`config.mk`:
```
export PLATFORM = sky130hd
export DESIGN_NAME = sequence_reorder_jitter_buffer
export DESIGN_NICKNAME = d
export VERILOG_FILES = /design/src/hw/rtl/srjb_pkg.sv /design/src/hw/rtl/sequence_reorder_jitter_buffer.sv
export SDC_FILE = /design/constraint.sdc
export NUM_CORES = 2
export LEC_CHECK = 0
export ABC_AREA = 1
export BUFFER_PORTS_ARGS = -buffer_cell sky130_fd_sc_hd__clkbuf_2
export CAP_MARGIN = 20
export CORE_MARGIN = 5
export CORE_UTILIZATION = 55
export CTS_CLUSTER_SIZE = 10
export DETAILED_ROUTE_END_ITERATION = 6
export HOLD_SLACK_MARGIN = 0.02
export PLACE_DENSITY = 0.71
export SETUP_SLACK_MARGIN = 0.3
export SYNTH_ARGS = -nofsm -noshare
export SYNTH_HDL_FRONTEND = slang
export SYNTH_SLANG_ARGS = --single-unit
```
`constraint.sdc`:
```
create_clock -name i_clk -period 16.08 [get_ports i_clk]
set_input_delay 2.412 -clock i_clk [delete_from_list [all_inputs] [get_ports i_clk]]
set_output_delay 2.412 -clock i_clk [all_outputs]
set_load 0.02 [all_outputs]
```
`src/hw/rtl/srjb_pkg.sv`:
```
// Shared definitions for the sequence reorder jitter buffer.
// Holds event mode codes, result status codes, the slot record and defaults.
// No dependencies.
package srjb_pkg;

    localparam int CAPACITY_DEF = 32;
    localparam logic [15:0] MAX_PAYLOAD_RST = 16'd1024;

    typedef enum logic [2:0] {
        MODE_INSERT  = 3'd0,
        MODE_ADVANCE = 3'd1,
        MODE_SKIP    = 3'd2,
        MODE_DROP    = 3'd3,
        MODE_RESYNC  = 3'd4,
        MODE_CLEAR   = 3'd5,
        MODE_PEEK    = 3'd6,
        MODE_NONE    = 3'd7
    } t_mode;

    localparam logic [3:0] ST_ACCEPTED  = 4'd0;
    localparam logic [3:0] ST_DUPLICATE = 4'd1;
    localparam logic [3:0] ST_LATE      = 4'd2;
    localparam logic [3:0] ST_TOO_OLD   = 4'd3;
    localparam logic [3:0] ST_TOO_FAR   = 4'd4;
    localparam logic [3:0] ST_OVERSIZED = 4'd5;
    localparam logic [3:0] ST_DELIVERED = 4'd6;
    localparam logic [3:0] ST_GAP       = 4'd7;
    localparam logic [3:0] ST_FOUND     = 4'd8;
    localparam logic [3:0] ST_NOT_FOUND = 4'd9;
    localparam logic [3:0] ST_DONE      = 4'd10;

    typedef struct packed {
        logic        valid;
        logic [31:0] seq;
        logic [31:0] deadline;
        logic [15:0] size;
        logic [15:0] tag;
    } t_slot;

endpackage

```
`src/hw/rtl/sequence_reorder_jitter_buffer.sv`:
```
// Sequence reorder jitter buffer: slot ring in one synchronous memory plus control.
// Depends on srjb_pkg.
//
// Usage: one request channel (i_valid/o_ready) carries an event with its mode and
// fields; one result channel (o_valid/i_ready) returns exactly one result per
// request. A separate write channel (i_cfg_valid/o_cfg_ready) sets max_payload at
// any time; it is always ready.
// The block works on one request at a time. Insert and peek first run the slot
// index unit (sequence modulo CAPACITY), then read and check the slot; an insert
// whose frame falls outside the window or is late ends before the slot read.
// Advance reads and checks the cursor slot once anchored; oversized inserts, peeks
// outside the window and requests that change nothing go straight to the result.
// Skip_to runs the slot index unit, then visits min(distance, CAPACITY) slots;
// drop expired visits every slot; resync runs the slot index unit and then, like
// clear, sweeps every slot. Each visited slot is read, then checked and written
// if needed on the single memory port; each swept slot is written. After reset
// the memory is swept once to clear every slot, during which no request is
// taken. The result sits in an output register; a new request is taken while
// it waits, and the next result waits until the receiver takes the earlier one.
module sequence_reorder_jitter_buffer
    import srjb_pkg::*;
#(
    parameter int CAPACITY = CAPACITY_DEF
) (
    input  logic        i_clk,
    input  logic        i_rst_n,
    input  logic        i_valid,
    output logic        o_ready,
    input  logic [2:0]  i_mode,
    input  logic [31:0] i_sequence_req,
    input  logic [31:0] i_deadline,
    input  logic [31:0] i_now_time,
    input  logic [15:0] i_payload_size,
    input  logic [15:0] i_payload_tag,
    output logic        o_valid,
    input  logic        i_ready,
    output logic [3:0]  o_status,
    output logic [31:0] o_out_sequence,
    output logic [15:0] o_out_tag,
    output logic [15:0] o_out_size,
    output logic [31:0] o_out_deadline,
    output logic [31:0] o_frame_count,
    output logic [6:0]  o_buffer_depth,
    output logic        o_head_ready,
    input  logic        i_cfg_valid,
    output logic        o_cfg_ready,
    input  logic [15:0] i_cfg_max_payload
);

    localparam int AW = $clog2(CAPACITY);
    localparam int CW = $clog2(CAPACITY + 1);
    localparam logic [31:0] CAP32 = 32'(CAPACITY);
    localparam logic [AW-1:0] LAST_SLOT = AW'(CAPACITY - 1);
    localparam int SHR = 32 + AW;
    localparam logic [63:0] RECIP = ((64'd1 << SHR) / 64'(CAPACITY)) + 64'd1;
    localparam logic [15:0] M_LO = RECIP[15:0];
    localparam logic [16:0] M_HI = RECIP[32:16];

    typedef enum logic [3:0] {
        S_CLR, S_IDLE, S_MOD, S_POST, S_RD, S_CHK, S_FIN_RD, S_FIN_CHK, S_OUT
    } t_state;

    t_state      r_state;
    t_slot       r_mem [CAPACITY];
    t_slot       r_rd;
    logic [15:0] r_max_payload;

    t_mode       r_mode;
    logic [31:0] r_seq, r_dl, r_now;
    logic [15:0] r_size, r_tag;

    logic [31:0] r_cursor, r_highest;
    logic [AW-1:0] r_cur_slot;
    logic [CW-1:0] r_held;
    logic        r_anchored;

    logic [AW-1:0] r_rem;
    logic [1:0]  r_bit;
    logic [64:0] r_prod;
    logic [AW-1:0] r_idx;
    logic [CW-1:0] r_cnt, r_n;
    logic        r_reply;

    logic [3:0]  r_status;
    logic [31:0] r_f_seq, r_f_dl, r_count;
    logic [15:0] r_f_tag, r_f_size;
    logic        r_head;

    logic        r_out_valid;
    logic [3:0]  r_o_status;
    logic [31:0] r_o_seq, r_o_dl, r_o_count;
    logic [15:0] r_o_tag, r_o_size;
    logic [6:0]  r_o_depth;
    logic        r_o_head;

    logic [AW-1:0] n_raddr;
    logic        w_we;
    t_slot       w_wdata;
    logic [47:0] w_prod_lo;
    logic [48:0] w_prod_hi;
    logic [31:0] w_quot, w_qd;
    logic [31:0] w_off_in, w_cursor_eff, w_off_ins, w_neg_ins, w_hi_d, w_dd;
    logic        w_present_cur, w_expired;
    logic [AW-1:0] w_slot_inc;
    logic [6:0]  w_depth;

    assign o_ready     = (r_state == S_IDLE);
    assign o_cfg_ready = 1'b1;

    // Slot index unit: the quotient comes from a multiply by the scaled reciprocal of
    // CAPACITY, built from two partial products, and the remainder is what is left.
    assign w_prod_lo = 48'(r_seq) * 48'(M_LO);
    assign w_prod_hi = 49'(r_seq) * 49'(M_HI);
    assign w_quot    = 32'(r_prod >> SHR);
    assign w_qd      = w_quot * CAP32;

    assign w_off_in     = i_sequence_req - r_cursor;
    assign w_cursor_eff = r_anchored ? r_cursor : r_seq;
    assign w_off_ins    = r_seq - w_cursor_eff;
    assign w_neg_ins    = 32'd0 - w_off_ins;
    assign w_hi_d       = r_seq - r_highest;
    assign w_present_cur = r_rd.valid && (r_rd.seq == r_cursor);
    assign w_expired    = r_rd.valid && (r_now > r_rd.deadline);
    assign w_slot_inc   = (r_cur_slot == LAST_SLOT) ? '0 : r_cur_slot + AW'(1);

    assign w_dd    = r_highest - r_cursor;
    assign w_depth = (r_held == '0 || w_dd[31]) ? 7'd0 : 7'(w_dd + 32'd1);

    always_comb begin
        n_raddr = r_cur_slot;
        if (r_state == S_CLR || r_mode == MODE_DROP) begin
            n_raddr = r_idx;
        end else if (r_mode == MODE_INSERT || r_mode == MODE_PEEK) begin
            n_raddr = r_rem;
        end
        if (r_state == S_FIN_RD) begin
            n_raddr = r_cur_slot;
        end
    end

    always_comb begin
        w_we    = 1'b0;
        w_wdata = r_rd;
        w_wdata.valid = 1'b0;
        if (r_state == S_CLR) begin
            w_we = 1'b1;
        end else if (r_state == S_CHK) begin
            case (r_mode)
                MODE_INSERT: begin
                    w_we    = !r_rd.valid;
                    w_wdata = '{valid: 1'b1, seq: r_seq, deadline: r_dl,
                                size: r_size, tag: r_tag};
                end
                MODE_ADVANCE, MODE_SKIP: w_we = w_present_cur;
                MODE_DROP:               w_we = w_expired;
                default:                 w_we = 1'b0;
            endcase
        end
    end

    always_ff @(posedge i_clk) begin
        if (w_we) begin
            r_mem[n_raddr] <= w_wdata;
        end
        r_rd <= r_mem[n_raddr];
    end

    always_ff @(posedge i_clk) begin
        if (!i_rst_n) begin
            r_max_payload <= MAX_PAYLOAD_RST;
        end else if (i_cfg_valid) begin
            r_max_payload <= i_cfg_max_payload;
        end
    end

    always_ff @(posedge i_clk) begin
        if (!i_rst_n) begin
            r_state     <= S_CLR;
            r_idx       <= '0;
            r_reply     <= 1'b0;
            r_cursor    <= '0;
            r_highest   <= '0;
            r_cur_slot  <= '0;
            r_held      <= '0;
            r_anchored  <= 1'b0;
            r_out_valid <= 1'b0;
            r_mode      <= MODE_NONE;
        end else begin
            if (r_out_valid && i_ready) begin
                r_out_valid <= 1'b0;
            end
            unique case (r_state)
                S_CLR: begin
                    if (r_idx == LAST_SLOT) begin
                        r_idx   <= '0;
                        r_state <= r_reply ? S_FIN_RD : S_IDLE;
                    end else begin
                        r_idx <= r_idx + AW'(1);
                    end
                end
                S_IDLE: begin
                    if (i_valid) begin
                        r_mode   <= t_mode'(i_mode);
                        r_seq    <= i_sequence_req;
                        r_dl     <= i_deadline;
                        r_now    <= i_now_time;
                        r_size   <= i_payload_size;
                        r_tag    <= i_payload_tag;
                        r_count  <= '0;
                        r_f_seq  <= '0;
                        r_f_dl   <= '0;
                        r_f_tag  <= '0;
                        r_f_size <= '0;
                        r_rem    <= '0;
                        r_bit    <= '0;
                        r_idx    <= '0;
                        r_status <= ST_DONE;
                        r_state  <= S_FIN_RD;
                        case (t_mode'(i_mode))
                            MODE_INSERT: begin
                                if (i_payload_size > r_max_payload) begin
                                    r_status <= ST_OVERSIZED;
                                end else begin
                                    r_state <= S_MOD;
                                end
                            end
                            MODE_ADVANCE: begin
                                r_status <= ST_GAP;
                                if (r_anchored) begin
                                    r_state <= S_RD;
                                end
                            end
                            MODE_SKIP: begin
                                if (r_anchored && !w_off_in[31] && w_off_in != '0) begin
                                    r_count <= w_off_in;
                                    r_n     <= (w_off_in < CAP32) ? w_off_in[CW-1:0]
                                                                  : CW'(CAPACITY);
                                    r_cnt   <= '0;
                                    r_state <= S_MOD;
                                end
                            end
                            MODE_DROP:   r_state <= S_RD;
                            MODE_RESYNC: r_state <= S_MOD;
                            MODE_CLEAR: begin
                                r_cursor   <= '0;
                                r_highest  <= '0;
                                r_anchored <= 1'b0;
                                r_cur_slot <= '0;
                                r_held     <= '0;
                                r_reply    <= 1'b1;
                                r_state    <= S_CLR;
                            end
                            MODE_PEEK: begin
                                r_status <= ST_NOT_FOUND;
                                if (r_anchored && !w_off_in[31] && w_off_in < CAP32) begin
                                    r_state <= S_MOD;
                                end
                            end
                            default: r_state <= S_FIN_RD;
                        endcase
                    end
                end
                S_MOD: begin
                    r_bit <= r_bit + 2'd1;
                    if (r_bit == 2'd0) begin
                        r_prod <= 65'(w_prod_lo);
                    end else if (r_bit == 2'd1) begin
                        r_prod <= r_prod + {w_prod_hi, 16'd0};
                    end else begin
                        r_rem   <= AW'(r_seq - w_qd);
                        r_state <= S_POST;
                    end
                end
                S_POST: begin
                    r_state <= S_RD;
                    case (r_mode)
                        MODE_INSERT: begin
                            if (!r_anchored) begin
                                r_cursor   <= r_seq;
                                r_highest  <= r_seq;
                                r_anchored <= 1'b1;
                                r_cur_slot <= r_rem;
                            end
                            if (w_off_ins[31]) begin
                                r_status <= (w_neg_ins < CAP32) ? ST_LATE : ST_TOO_OLD;
                                r_state  <= S_FIN_RD;
                            end else if (w_off_ins >= CAP32) begin
                                r_status <= ST_TOO_FAR;
                                r_state  <= S_FIN_RD;
                            end else if (r_now > r_dl) begin
                                r_status <= ST_LATE;
                                r_state  <= S_FIN_RD;
                            end
                        end
                        MODE_RESYNC: begin
                            r_cursor   <= r_seq;
                            r_highest  <= r_seq;
                            r_anchored <= 1'b1;
                            r_cur_slot <= r_rem;
                            r_held     <= '0;
                            r_reply    <= 1'b1;
                            r_state    <= S_CLR;
                        end
                        default: r_state <= S_RD;
                    endcase
                end
                S_RD: r_state <= S_CHK;
                S_CHK: begin
                    r_state <= S_FIN_RD;
                    case (r_mode)
                        MODE_INSERT: begin
                            if (r_rd.valid) begin
                                r_status <= ST_DUPLICATE;
                            end else begin
                                r_status <= ST_ACCEPTED;
                                r_held   <= r_held + CW'(1);
                                // The buffer was empty, or this frame lies after the newest.
                                if (r_held == '0 || (!w_hi_d[31] && w_hi_d != '0)) begin
                                    r_highest <= r_seq;
                                end
                            end
                        end
                        MODE_ADVANCE: begin
                            if (w_present_cur) begin
                                r_status <= ST_DELIVERED;
                                r_f_seq  <= r_rd.seq;
                                r_f_dl   <= r_rd.deadline;
                                r_f_tag  <= r_rd.tag;
                                r_f_size <= r_rd.size;
                                r_held   <= r_held - CW'(1);
                            end
                            r_cursor   <= r_cursor + 32'd1;
                            r_cur_slot <= w_slot_inc;
                        end
                        MODE_SKIP: begin
                            if (w_present_cur) begin
                                r_held <= r_held - CW'(1);
                            end
                            r_cnt <= r_cnt + CW'(1);
                            if (r_cnt + CW'(1) == r_n) begin
                                r_cursor   <= r_seq;
                                r_cur_slot <= r_rem;
                            end else begin
                                r_cursor   <= r_cursor + 32'd1;
                                r_cur_slot <= w_slot_inc;
                                r_state    <= S_RD;
                            end
                        end
                        MODE_DROP: begin
                            if (w_expired) begin
                                r_held  <= r_held - CW'(1);
                                r_count <= r_count + 32'd1;
                            end
                            r_idx <= r_idx + AW'(1);
                            if (r_idx != LAST_SLOT) begin
                                r_state <= S_RD;
                            end else begin
                                r_idx <= '0;
                            end
                        end
                        MODE_PEEK: begin
                            if (r_rd.valid && r_rd.seq == r_seq) begin
                                r_status <= ST_FOUND;
                                r_f_seq  <= r_rd.seq;
                                r_f_dl   <= r_rd.deadline;
                                r_f_tag  <= r_rd.tag;
                                r_f_size <= r_rd.size;
                            end
                        end
                        default: r_state <= S_FIN_RD;
                    endcase
                end
                S_FIN_RD: begin
                    r_reply <= 1'b0;
                    r_state <= S_FIN_CHK;
                end
                S_FIN_CHK: begin
                    r_head  <= r_anchored && w_present_cur;
                    r_state <= S_OUT;
                end
                S_OUT: begin
                    if (!r_out_valid || i_ready) begin
                        r_out_valid <= 1'b1;
                        r_o_status  <= r_status;
                        r_o_seq     <= r_f_seq;
                        r_o_dl      <= r_f_dl;
                        r_o_tag     <= r_f_tag;
                        r_o_size    <= r_f_size;
                        r_o_count   <= r_count;
                        r_o_depth   <= w_depth;
                        r_o_head    <= r_head;
                        r_state     <= S_IDLE;
                    end
                end
                default: r_state <= S_IDLE;
            endcase
        end
    end

    assign o_valid        = r_out_valid;
    assign o_status       = r_o_status;
    assign o_out_sequence = r_o_seq;
    assign o_out_tag      = r_o_tag;
    assign o_out_size     = r_o_size;
    assign o_out_deadline = r_o_dl;
    assign o_frame_count  = r_o_count;
    assign o_buffer_depth = r_o_depth;
    assign o_head_ready   = r_o_head;

`ifndef SYNTHESIS
    a_held_bound: assert property (@(posedge i_clk) disable iff (!i_rst_n)
        r_held <= CW'(CAPACITY))
        else $error("held count exceeds capacity");
    a_sweep_empty: assert property (@(posedge i_clk) disable iff (!i_rst_n)
        r_state == S_CLR |-> r_held == '0)
        else $error("frames counted during clearing sweep");
    a_head_anchor: assert property (@(posedge i_clk) disable iff (!i_rst_n)
        r_state == S_FIN_CHK && !r_anchored |=> !r_head)
        else $error("head ready while not anchored");
    a_mod_exit: assert property (@(posedge i_clk) disable iff (!i_rst_n)
        r_state == S_MOD |=> r_state == S_MOD || r_state == S_POST)
        else $error("slot index unit left early");
`endif

endmodule
```
==> reports/qor.csv <==
stage,metric,value,unit
run_status,status,finished with violations,
run_status,violations,DRC,
critical_path,cp_cell_sequence,"ha_1, nand2_1, inv_1, nand3_1, inv_1, nand4_1, nor4_1, buf_2, a31oi_1, nand2_1, nor2_1, o21ai_0, nand2_1, nand2_1, nor2_4, buf_4, buf_4",
timing,fmax,149,MHz
logic_synthesis,synth.top_cells.by_count,"edfxtp_1 (3524), a22oi_1 (1553), nand2_1 (1216)",
timing,worstMarginPinSlew,1230,ps
final_layout,top_regs,"r_mem x3104, r_rd x97",
critical_path,cp_slowest_stage_delay,920,ps
logic_synthesis,postSynthCellCount,10700,
logic_synthesis,synth-edff-count,3524,
floorplanning,die_area,280000,µm²
power_and_ir_drop,p_per_area,134,nW/µm²
drt,wire_per_inst,30.2,µm
floorplanning,start_util,55.3,%
critical_path,crit_arrival,7250,ps
logic_synthesis,yosys.area.top_type,edfxtp_1,
critical_path,crit_fanout,44,
timing,drv_slew,0,
drt,vias_per_cell,6.55,
drt,num_vias,98000,
placement,place_area,155000,µm²
drt,final_antenna_net_count,0,
timing,min_period,6710,ps
clock_network,clock_latency,960,ps
final_layout,fin_nets,11500,
logic_synthesis,ys_types,56,
logic_synthesis,seq_area_frac_synth,74.1,%
logic_synthesis,ys_ff_latch,3727,
timing,hold_viol,0,
drt,drt_iter0_markers,14200,
critical_path,cp.required,16620,ps
clock_network,path_clk_slew,60,ps
clock_network,cts_setup_buffers,0,
floorplanning,core_area,268000,µm²
grt,grt_max_degree,165,
floorplanning,die_h,529,µm
grt,grt_pass1_vias,94300,
placement,place.gp.congestion,0.954,
floorplanning,pin_count,295,
timing,fin_hold_ws,408,ps
timing,clock_skew,53.2,ps
logic_synthesis,synth_flop_cell,edfxtp_1,
critical_path,crit_type,flip-flop to flip-flop,
drt,wl,451000,µm
run,maxCapViolCount,0,
critical_path,crit_slowest_cell,buf_4,
drt,route.detailed.drc,1,
grt,grt_pass1_wl,648000,µm
grt,grt_overflow,0,
final_layout,fillCellCount,19500,
placement,numPortBuffers,293,
critical_path,startpoint_type,flip-flop,
power_and_ir_drop,p_total,22400,µW
final_layout,stdcell_area,167000,µm²
final_layout,top_register,r_mem,
grt,antenna_found_initial,12,
timing,slew_headroom,18.2,%
floorplanning,fp.dieW,529,µm
power_and_ir_drop,total_leakage_power,0.0559,µW
critical_path,path_common_cell,nand2_1,
clock_network,htreeDepth,5,
logic_synthesis,async_flop_share,0,%
clock_network,cts_buffer_depth,4,
clock_network,cts_buffers,418,
timing,fin_setup_tns,0,ps
clock_network,cts_tree,done,
final_layout,area_delta_synth_final,12.4,%
critical_path,endpoint_kind,flip-flop,
timing,setup_violations,0,
logic_synthesis,syn_nets,11000,
logic_synthesis,ys_warn_count,0,
final_layout,final_layout_size_suffix_gt1_share,10.3,%
logic_synthesis,synth.area.top_cells,"edfxtp_1 (71%), a22oi_1 (7.9%), a21oi_1 (3.6%), nand2_1 (3.1%), dfxtp_1 (2.7%)",
logic_synthesis,yosysMostFrequentCell,edfxtp_1,
logic_synthesis,yosys.area.top_type_share,71.3,%
clock_network,cts-root-buf,clkbuf_16,
floorplanning,rows,190,
grt,grt_use_total,31.4,%
power_and_ir_drop,vdd_drop_max,0.000128,V
clock_network,clock_sinks,3727,
placement,place_hpwl,263000,µm
final_layout,largest_reg_flops,3104,
drt,firstDrtPassIters,7,
timing,finalCritPeriodShare,41.7,%
min_path,hold_path.class,flip-flop to flip-flop,
logic_synthesis,synth_area,148000,µm²
timing,grt_setup_unrepaired,false,
logic_synthesis,syn_area_per_cell,13.9,µm²
clock_network,cts-resized-gates,0,
clock_network,hold_buffers,0,
[placed cells by master, fill, tap and decap left out, types with 7 or more instances in the layout]
cell / instances
inv_8: 8
nor3_2: 8
a21oi_1: 1059
ha_1: 219
clkinv_16: 9
buf_12: 7
o21bai_1: 7
buf_4: 250
nor2_2: 11
inv_1: 580
dfxtp_1: 202
nor3_1: 85
buf_8: 7
inv_6: 9
nand2_1: 1215
nor4_1: 207
o221ai_1: 16
o22ai_1: 39
xnor2_1: 32
o21ai_0: 217
edfxtp_1: 3524
nand4_1: 67
xor2_1: 86
clkbuf_16: 419
nand3_1: 237
nor2_4: 36
clkbuf_1: 238
o21ai_2: 52
o21a_1: 9
inv_2: 15
a22oi_1: 1553
nand3b_1: 18
a21o_1: 9
nor2_1: 475
o211ai_1: 17
o21ai_1: 58
clkbuf_2: 292
clkinv_1: 10
o31ai_1: 9
[per-layer routing]
metal / wire length, µm / up-vias / GRT usage [%]
met5: 57 / - / 0
met2: 208000 / 6644 / 48.7
li1: - / 41800 / -
met4: 19100 / 8 / 12.3
met1: 173000 / 48700 / 44.1
met3: 51400 / 937 / 6.36
[where the power goes]
| group | total, µW | switching (µW) | internal, µW | leakage [µW] |
|---|---|---|---|---|
| Combinational | 2160 | 1650 | 509 | 0.0162 |
| Clock | 8580 | 3700 | 4880 | 0.00576 |
| Sequential | 11600 | 107 | 11500 | 0.0339 |
[worst max-delay path: cells and delay by family, from the launching register on]
| family | cells | cell delay [ps] |
|---|---|---|
| AOI/OAI and AO/OA | 2 | 740 |
| adders and majority gates | 1 | 300 |
| buffers and inverters | 5 | 1950 |
| DFF | 1 | 390 |
| and+or+nand+nor | 9 | 2830 |
[stage by stage]
| stage | instances | worst slack [ps] | utilization, % |
|---|---|---|---|
| global route | 15000 | 9190 | 62.2 |
| finish | 15000 | 9370 | 62.2 |
| CTS | 14900 | 9570 | 62.1 |
| global placement | 14200 | 9060 | 57.6 |
| detailed placement | 14200 | 9630 | 57.6 |
| floorplan | 10700 | 3020 | - |
[cell families (layout without fill, tap and decap cells)]
kind of cell	count (synthesis)	after routing	share of synthesized area [%]
XOR/XNOR	118	118	0.697
AO/OA/AOI/OAI	3075	3075	13.2
adder cells (fa/ha/maj)	224	224	1.91
buffers and inverters	1140	1875	3.16
other	1	4	0.00253
flip-flops	3727	3727	74.1
AND/OR/NAND/NOR	2383	2383	6.92
[final cells by class]
| cell class | instances | area (µm²) | area share, % |
|---|---|---|---|
| Antenna cell | 3 | 7.51 | 0.00450 |
| Clock buffer | 661 | 11400 | 6.86 |
| Clock inverter | 43 | 646 | 0.387 |
| Inverter | 607 | 2350 | 1.41 |
| Multi-Input combinational cell | 5801 | 34300 | 20.6 |
| Sequential cell | 3727 | 110000 | 65.9 |
| Tap cell | 3552 | 4440 | 2.67 |
| Timing Repair Buffer | 564 | 3700 | 2.22 |
[path summary, 6_finish.rpt]
check / start / endpoint / slack (ps) / cells past startpoint
max reg2reg: r_now[31]$_DFFE_PP_ / r_mem[19][60]$_DFFE_PP_ / 9370 / 17
max: r_now[31]$_DFFE_PP_ / r_mem[19][60]$_DFFE_PP_ / 9370 / 17
min reg2reg: r_f_dl[13]$_SDFFCE_PN0P_ / o_out_deadline[13]$_DFFE_PP_ / 410 / 0
min: r_f_dl[13]$_SDFFCE_PN0P_ / o_out_deadline[13]$_DFFE_PP_ / 410 / 0
No activity file was read; power rests on OpenSTA's default activity.
